--- src/sv/access_pattern_policy_selector_defines.svh ---
// Assertion macros for the file that checks its own logic.
`ifndef ACCESS_PATTERN_POLICY_SELECTOR_DEFINES_SVH
`define ACCESS_PATTERN_POLICY_SELECTOR_DEFINES_SVH

// Same-cycle implication, checked on clk and disabled during reset.
`define APPS_ASSERT_NOW(lbl, lhs, rhs) \
    lbl: assert property (@(posedge clk) disable iff (!rst_n) (lhs) |-> (rhs)) \
        else $error("assertion failed");

// Next-cycle implication, checked on clk and disabled during reset.
`define APPS_ASSERT_NEXT(lbl, lhs, rhs) \
    lbl: assert property (@(posedge clk) disable iff (!rst_n) (lhs) |=> (rhs)) \
        else $error("assertion failed");

`endif

--- src/sv/apps_pkg.sv ---
package apps_pkg;

    localparam int SEEN_ENTRIES_DEF = 4096;
    localparam int KEY_W = 64;
    localparam int CNT_W = 32;

    localparam logic [2:0] PAT_UNKNOWN = 3'd0;
    localparam logic [2:0] PAT_MRU     = 3'd1;
    localparam logic [2:0] PAT_LRU     = 3'd2;
    localparam logic [2:0] PAT_FIFO    = 3'd3;
    localparam logic [2:0] PAT_S3FIFO  = 3'd4;

    localparam logic [1:0] POL_FIFO   = 2'd0;
    localparam logic [1:0] POL_MRU    = 2'd1;
    localparam logic [1:0] POL_MGLRU  = 2'd2;
    localparam logic [1:0] POL_S3FIFO = 2'd3;

    localparam logic [1:0] REG_MIN_SWITCH = 2'd0;
    localparam logic [1:0] REG_MIN_EVENTS = 2'd1;
    localparam logic [1:0] REG_RECENT     = 2'd2;
    localparam logic [1:0] REG_SLACK      = 2'd3;

    typedef struct packed {
        logic             valid;
        logic [KEY_W-1:0] key;
        logic [CNT_W-1:0] stamp;
    } entry_t;

    typedef struct packed {
        logic [CNT_W-1:0] total;
        logic [CNT_W-1:0] seq;
        logic [CNT_W-1:0] reacc;
        logic [CNT_W-1:0] recent;
        logic [CNT_W-1:0] hits;
    } stats_t;

    function automatic logic [1:0] policy_for(input logic [2:0] pat);
        logic [1:0] pol;
        case (pat)
            PAT_MRU:  pol = POL_MRU;
            PAT_LRU:  pol = POL_MGLRU;
            PAT_FIFO: pol = POL_FIFO;
            default:  pol = POL_S3FIFO;
        endcase
        return pol;
    endfunction

    function automatic logic [CNT_W-1:0] sat_inc(input logic [CNT_W-1:0] v);
        return (v == '1) ? v : v + 1'b1;
    endfunction

endpackage

--- src/sv/apps_classify.sv ---
module apps_classify (
    input  logic                        clk,
    input  logic                        rst_n,
    input  logic                        start,
    input  apps_pkg::stats_t            stats,
    input  logic [15:0]                 min_events,
    output logic [2:0]                  pattern
);

    localparam int PW = apps_pkg::CNT_W + 8;

    logic [PW-1:0] t, s, r, rc, h;
    logic          few, seq_hi, fifo_ok, s3_ok, mru_ok, lru_ok;
    logic [2:0]    pattern_next;
    logic [2:0]    pattern_reg;

    always_comb
    begin
        t  = PW'(stats.total);
        s  = PW'(stats.seq);
        r  = PW'(stats.reacc);
        rc = PW'(stats.recent);
        h  = PW'(stats.hits);
        few     = stats.total < apps_pkg::CNT_W'(min_events);
        seq_hi  = s * PW'(100) > t * PW'(70);
        fifo_ok = r * PW'(100) < t * PW'(15);
        s3_ok   = r * PW'(100) < t * PW'(35);
        mru_ok  = (rc << 1) > r && r * PW'(10) > (t << 1);
        lru_ok  = h * PW'(10) > r * PW'(6) && r * PW'(10) > t * PW'(3);
        if (few)
            pattern_next = apps_pkg::PAT_UNKNOWN;
        else if (seq_hi && fifo_ok)
            pattern_next = apps_pkg::PAT_FIFO;
        else if (seq_hi && s3_ok)
            pattern_next = apps_pkg::PAT_S3FIFO;
        else if (mru_ok)
            pattern_next = apps_pkg::PAT_MRU;
        else if (lru_ok)
            pattern_next = apps_pkg::PAT_LRU;
        else
            pattern_next = apps_pkg::PAT_S3FIFO;
    end

    always_ff @(posedge clk or negedge rst_n)
    begin
        if (!rst_n)
            pattern_reg <= apps_pkg::PAT_UNKNOWN;
        else if (start)
            pattern_reg <= pattern_next;
    end

    assign pattern = pattern_reg;

endmodule
--- config.mk ---
export PLATFORM = sky130hd
export DESIGN_NAME = apps_classify
export DESIGN_NICKNAME = d
export VERILOG_FILES = /design/src/sv/access_pattern_policy_selector_defines.svh /design/src/sv/apps_pkg.sv /design/src/sv/apps_classify.sv
export SDC_FILE = /design/constraint.sdc
export NUM_CORES = 1
export LEC_CHECK = 0
export ABC_CLOCK_PERIOD_IN_PS = 1100
export BUFFER_PORTS_ARGS = -buffer_cell sky130_fd_sc_hd__buf_2
export CAP_MARGIN = 20
export CORE_AREA = 2 2 272 274
export CTS_CLUSTER_SIZE = 30
export DETAILED_ROUTE_END_ITERATION = 12
export DIE_AREA = 0 0 274 276
export GPL_TIMING_DRIVEN = 1
export PLACE_DENSITY = 0.57
export SLEW_MARGIN = 20
export SYNTH_ARGS = -nofsm -noshare
export SYNTH_HDL_FRONTEND = slang
export SYNTH_SLANG_ARGS = --single-unit
--- constraint.sdc ---
create_clock -name clk -period 1.1 [get_ports clk]
set_clock_uncertainty 0.1 [all_clocks]
set_input_delay 0.055 -clock clk [delete_from_list [all_inputs] [get_ports clk]]
set_output_delay 0.055 -clock clk [all_outputs]
set_load 0.03 [all_outputs]
==> run_results.csv, run 1 <==
group,metric,value,unit
clocking,cts_tree,"done",
synthesis,synth_compound_area_frac,0.2106,
clocking,cts_buffers,3,
synthesis,synthSimpleGateAreaFrac,0.1276,
power,p_sw,0.02515,W
power,pwr-share-clk,0.011,
global_route,antenna_found_initial,6,
critical_path,end_kind,"flip-flop",
critical_path,cpMaxStageDelayCell,"fa_1",
detailed_routing,drt_first_pass_iters,5,
die,rows,99,
detailed_routing,drc,0,
timing,finalCritPeriodShare,5.249,
critical_path,r2r-start,"pattern[2]",
layout,largest_reg_flops,3,
synthesis,synth_nets,4214,
clocking,clock_path_buffers,2,
layout,area.sequential,75.07,sq um
die,io-pin-count,182,
synthesis,synth_fa_ha_area_frac,0.4954,
layout,areaGrowthSynthToFinish,45.44,%
critical_path,critPathMostFrequentCell,"ha_4",
power,p_sw_frac,0.4846,
timing,slew_violations,0,
timing,fmax,0.1732,GHz
critical_path,crit_fanout,3,
synthesis,synth_edf_count,0,
clocking,clk_pin_slew,30,ps
hold_path,hold_path.class,"primary input to asynchronous set/reset pin",
layout,stdcell_area,36760,sq um
layout,layout_commonest_cell,"buf_4",
layout,final_util,0.5064,
placed_design,hpwl,70880,um
layout,final_nets,5493,
synthesis,yosys.area_share.xor_xnor,0.07693,
layout,multi_input_area,23950,sq um
die,die_w,274,um
power,combPwrFrac,0.985,
synthesis,syn_avg_cell_area,8.044,sq um
placed_design,place_area,35660,sq um
power,pwr-share-seq,0.004,
clocking,cts-root-buf,"clkbuf_16",
power,power_density,1412,nW/um^2
global_route,grt_max_degree,11,
timing,period_minus_slack,5774,ps
layout,drive_gt1_frac,0.3292,
global_route,gr-usage-all-layers,0.2067,
clocking,clk_latency,220,ps
detailed_routing,routed_wl,78070,um
layout,fillCellCount,7092,
synthesis,async_reset_ff_frac,1.000,
timing,hold_viol_final,0,
outcome,violations,"negative setup slack",
critical_path,crit_path_start,"stats[144]",
timing,setup_viol,3,
timing,worstMarginPinSlew,650.5,ps
die,die-height,276,um
synthesis,ys_ff_latch,3,
critical_path,startpoint_type,"primary input",
placed_design,io_buffers,181,
outcome,status,"complete, but fails checks",
synthesis,syn_area,25270,sq um
placed_design,gp_congestion,0.9032,
synthesis,synth_cells,3142,
clocking,cts.sink_count,3,
synthesis,synthMuxAreaShare,0.002030,
die,core-area,72590,sq um
global_route,grt-ovfl-total,0,
synthesis,synth-main-ff-cell,"dfrtp_1",
layout,final_cell_mix,"buf_4, ha_1, inv_1",
power,total_leakage_power,20.28,nW
flow_run,cap_violations,0,
timing,rsz0062_at_grt,"yes",
critical_path,crit_required,1140,ps
critical_path,cpPeakStageDelay,520,ps
power,max-vdd-ir-drop,0.7079,mV
die,start_util,0.3482,
synthesis,synth_top_family_by_area,"adder cells",
detailed_routing,wl_per_cell,14.51,um
synthesis,seq_area_frac_synth,0.002970,
die,die_area,75620,sq um
detailed_routing,postRouteAntennaNets,0,
detailed_routing,vias,26130,
timing,whs,115.8,ps
global_route,grt_pass1_wl,129200,um
layout,fin_cells,5382,
synthesis,yosysWarnings,0,
detailed_routing,viasPerCell,4.856,
timing,final.setup.worst_slack,-4674,ps
placed_design,dp.cells,5345,
power,p_int,0.02675,W
timing,setup-tns-final,-13960,ps
timing,relSlewSlack,0.5608,
critical_path,crit_type,"primary input to flip-flop",
critical_path,cp_data_arrival_time,5820,ps
clocking,cts_max_level,1,
synthesis,post_synth_num_cell_types,86,
detailed_routing,drt_iter0_markers,881,
global_route,grt_pass1_vias,26860,
==> synth_stat cells (10+ instances only) <==
master | count | area [sq um]
a211oi_1 | 34 | 255.2
a21o_1 | 145 | 1089
a21oi_1 | 236 | 1181
a31oi_1 | 30 | 187.7
and2_1 | 12 | 75.07
and3_1 | 18 | 112.6
clkbuf_1 | 16 | 60.06
fa_1 | 178 | 3563
ha_1 | 715 | 8946
inv_1 | 553 | 2076
nand2_1 | 157 | 589.3
nand2b_1 | 40 | 250.2
nand3_1 | 56 | 280.3
nand4_1 | 60 | 375.4
nor2_1 | 125 | 469.2
nor2b_1 | 43 | 269.0
nor3_1 | 48 | 240.2
nor4_1 | 10 | 62.56
o211ai_1 | 21 | 157.7
o21a_1 | 47 | 352.8
o21ai_0 | 146 | 730.7
o21bai_1 | 23 | 172.7
or3_1 | 16 | 100.1
xnor2_1 | 130 | 1139
xor2_1 | 92 | 805.8
==> routing by layer <==
metal / global-route usage / wire length (um) / vias up
met5: 0 / 53 / -
met4: 0.02522 / 926 / 8
met3: 0.007556 / 2018 / 42
met2: 0.3682 / 37420 / 308
met1: 0.2826 / 37650 / 12150
li1: - / - / 13630
==> path summary, 6_finish.rpt <==
check / endpoint / slack [ps] / depth (start not counted)
hold reg to reg: pattern[2] / 460 / 1
setup reg to reg: pattern[2] / 280 / 1
max in group asynchronous: pattern[0] / 660 / 2
min in group clk: pattern[1] / 240 / 3
setup / recovery: pattern[0] / -4670 / 30
hold / removal: pattern[2] / 120 / 2
==> cell type report <==
| class | count | area share |
|---|---|---|
| Antenna cell | 3 | 0.0002042 |
| Inverter | 553 | 0.05719 |
| Clock buffer | 4 | 0.002145 |
| Sequential cell | 3 | 0.002042 |
| Multi-Input combinational cell | 2570 | 0.6516 |
| Tap cell | 959 | 0.03264 |
| Timing Repair Buffer | 1290 | 0.2541 |
==> power groups by stage <==
stage	Combinational (W)	Clock, W	Sequential, W
6_report	0.0511	0.000593	0.000195
5_1_grt	0.0575	0.000603	0.000203
4_1_cts	0.0505	0.000595	0.000198
3_5_place_dp	0.0488	0	0.000198
3_3_place_gp	0.0481	0	0.000202
2_1_floorplan	0.0279	0	0.000280
==> cell families (layout without fill, tap and decap cells) <==
family / count (synthesis) / count (layout)
AOI/OAI and AO/OA: 816 / 816
xor gates and xnor gates: 222 / 222
adders and majority gates: 894 / 894
buffers and inverters: 569 / 1847
DFF: 3 / 3
muxes: 5 / 5
other: 0 / 3
and+or+nand+nor: 633 / 633
==> critical path, delay by kind of cell <==
kind | cells | cell delay, ps
buffers and inverters | 3 | 190
AOI/OAI and AO/OA | 18 | 2950
adders and majority gates | 5 | 1500
and+or+nand+nor | 4 | 1130
==> repair_timing <==
item                                    4_1_cts  5_1_grt
cloned                                        0        0
hold endpoints to repair                      3        0
setup buffers                                19       10
pin swaps                                    40       35
hold buffers                                  1        0
endpoints found under the setup margin        3        3
gates resized for setup                      89       49
==> stage by stage <==
stage | power (W) | worst slack [ps]
5_1_grt | 0.05828 | -4885
4_1_cts | 0.05128 | -4644
3_5_place_dp | 0.04903 | -5233
2_1_floorplan | 0.02816 | -4534
6_report | 0.05191 | -4674
3_3_place_gp | 0.04833 | -5104
(Power assumes the default switching activity.)
==> run 2: changes to the inputs <==
- PLACE_DENSITY: 0.57 -> 0.47
- SLEW_MARGIN: 20 -> 40
==> run_results.csv, run 2 (synthesis results as in run 1) <==
group,metric,value,unit
hold_path,hold_path.class,"primary input to asynchronous set/reset pin",
global_route,antenna_found_initial,7,
critical_path,crit_type,"primary input to flip-flop",
clocking,cts-root-buf,"clkbuf_16",
die,start_util,0.3482,
timing,setup-tns-final,-14160,ps
detailed_routing,drc,0,
timing,hold_viol_final,0,
detailed_routing,routed_wl,86280,um
die,io-pin-count,182,
power,max-vdd-ir-drop,0.6426,mV
clocking,clk_pin_slew,30,ps
layout,area.sequential,75.07,sq um
placed_design,gp_congestion,0.9692,
clocking,clk_latency,230,ps
critical_path,cpPeakStageDelay,510,ps
layout,final_nets,5514,
timing,period_minus_slack,5830,ps
power,p_int,0.02777,W
detailed_routing,drt_first_pass_iters,5,
critical_path,crit_required,1140,ps
layout,layout_commonest_cell,"buf_4",
clocking,clock_path_buffers,2,
power,p_sw,0.02662,W
detailed_routing,drt_iter0_markers,933,
global_route,grt_pass1_wl,140000,um
layout,largest_reg_flops,3,
critical_path,crit_fanout,4,
global_route,grt_pass1_vias,28510,
power,power_density,1457,nW/um^2
clocking,cts_tree,"done",
detailed_routing,routed.top_layer,"met5",
layout,stdcell_area,37340,sq um
clocking,cts_max_level,1,
timing,finalCritPeriodShare,5.300,
critical_path,critPathMostFrequentCell,"ha_4",
clocking,cts.sink_count,3,
critical_path,cpMaxStageDelayCell,"fa_1",
timing,fmax,0.1715,GHz
power,total_leakage_power,20.44,nW
layout,areaGrowthSynthToFinish,47.76,%
power,pwr-share-clk,0.011,
outcome,violations,"negative setup slack",
layout,final_util,0.5145,
global_route,gr-usage-all-layers,0.2271,
layout,final_cell_mix,"buf_4, ha_1, inv_1",
flow_run,cap_violations,0,
detailed_routing,viasPerCell,4.921,
timing,rsz0062_at_grt,"yes",
placed_design,post-place-ws,-5309,ps
timing,slew_violations,0,
critical_path,startpoint_type,"primary input",
power,pwr-share-seq,0.004,
timing,setup_viol,3,
layout,drive_gt1_frac,0.3459,
detailed_routing,wl_per_cell,15.97,um
die,die_w,274,um
timing,whs,77.03,ps
detailed_routing,postRouteAntennaNets,0,
detailed_routing,wl_met3,2077,um
power,combPwrFrac,0.985,
die,rows,99,
timing,relSlewSlack,0.4206,
placed_design,place_area,35740,sq um
placed_design,io_buffers,181,
timing,final.setup.worst_slack,-4730,ps
detailed_routing,m1WireLength,38920,um
die,die-height,276,um
timing,worstMarginPinSlew,861.7,ps
clocking,cts_buffers,3,
power,p_sw_frac,0.4894,
outcome,status,"complete, but fails checks",
placed_design,hpwl,78300,um
die,core-area,72590,sq um
die,die_area,75620,sq um
detailed_routing,wl_met2,42370,um
detailed_routing,vias,26590,
critical_path,cp_data_arrival_time,5870,ps
critical_path,end_kind,"flip-flop",
layout,fillCellCount,7048,
global_route,grt_max_degree,11,
global_route,grt-ovfl-total,0,
layout,multi_input_area,24330,sq um
-- run 2: layout make-up --
class                           count  share of cell area
Timing Repair Buffer             1311              0.2560
Sequential cell                     3            0.002010
Clock buffer                        4            0.002111
Multi-Input combinational cell   2570              0.6515
Antenna cell                        3           0.0002010
Tap cell                          959             0.03213
Inverter                          553             0.05609
-- run 2: metal layers --
metal	GRT usage	vias to the layer above
li1	-	13680
met1	0.2850	12450
met5	0	-
met2	0.4141	350
met3	0.01407	108
met4	0.06466	10
-- run 2: per-stage QoR --
step | total power [W] | instances
after global placement | 0.04948 | 5353
after global routing | 0.06078 | 5401
after detailed placement | 0.05056 | 5353
after CTS | 0.05329 | 5380
after floorplan | 0.02816 | 3142
final | 0.05439 | 5403
-- run 2: final timing paths --
path,start,to,slack (ps),cells past startpoint
worst min-delay path,rst_n,pattern[1],80,2
min in group clk,start,pattern[0],270,3
worst max-delay path,stats[143],pattern[1],-4730,31
max in group asynchronous,rst_n,pattern[0],700,2
worst max register to register,pattern[2],pattern[2],240,1
worst min register to register,pattern[2],pattern[2],510,1
-- run 2: timing repair --
item                                   4_1_cts  5_1_grt
hold buffers                                 1        0
endpoints found under the hold margin        3        0
gates resized for setup                    125      102
pin swaps                                   73       79
setup endpoints to repair                    3        3
setup buffers                               23       20
-- run 2: critical path, delay by kind of cell --
kind / cells / cell delay (ps)
buf+inv: 5 / 450
fa+ha+maj: 5 / 1520
simple gates: 8 / 1770
compound gates: 13 / 2060
-- run 2: power by group through the flow --
stage	Combinational [W]	Sequential [W]	Clock [W]
final	0.0536	0.000215	0.000588
after global routing	0.0600	0.000214	0.000606
after CTS	0.0525	0.000212	0.000589
after detailed placement	0.0503	0.000212	0
after global placement	0.0493	0.000211	0
after floorplan	0.0279	0.000280	0
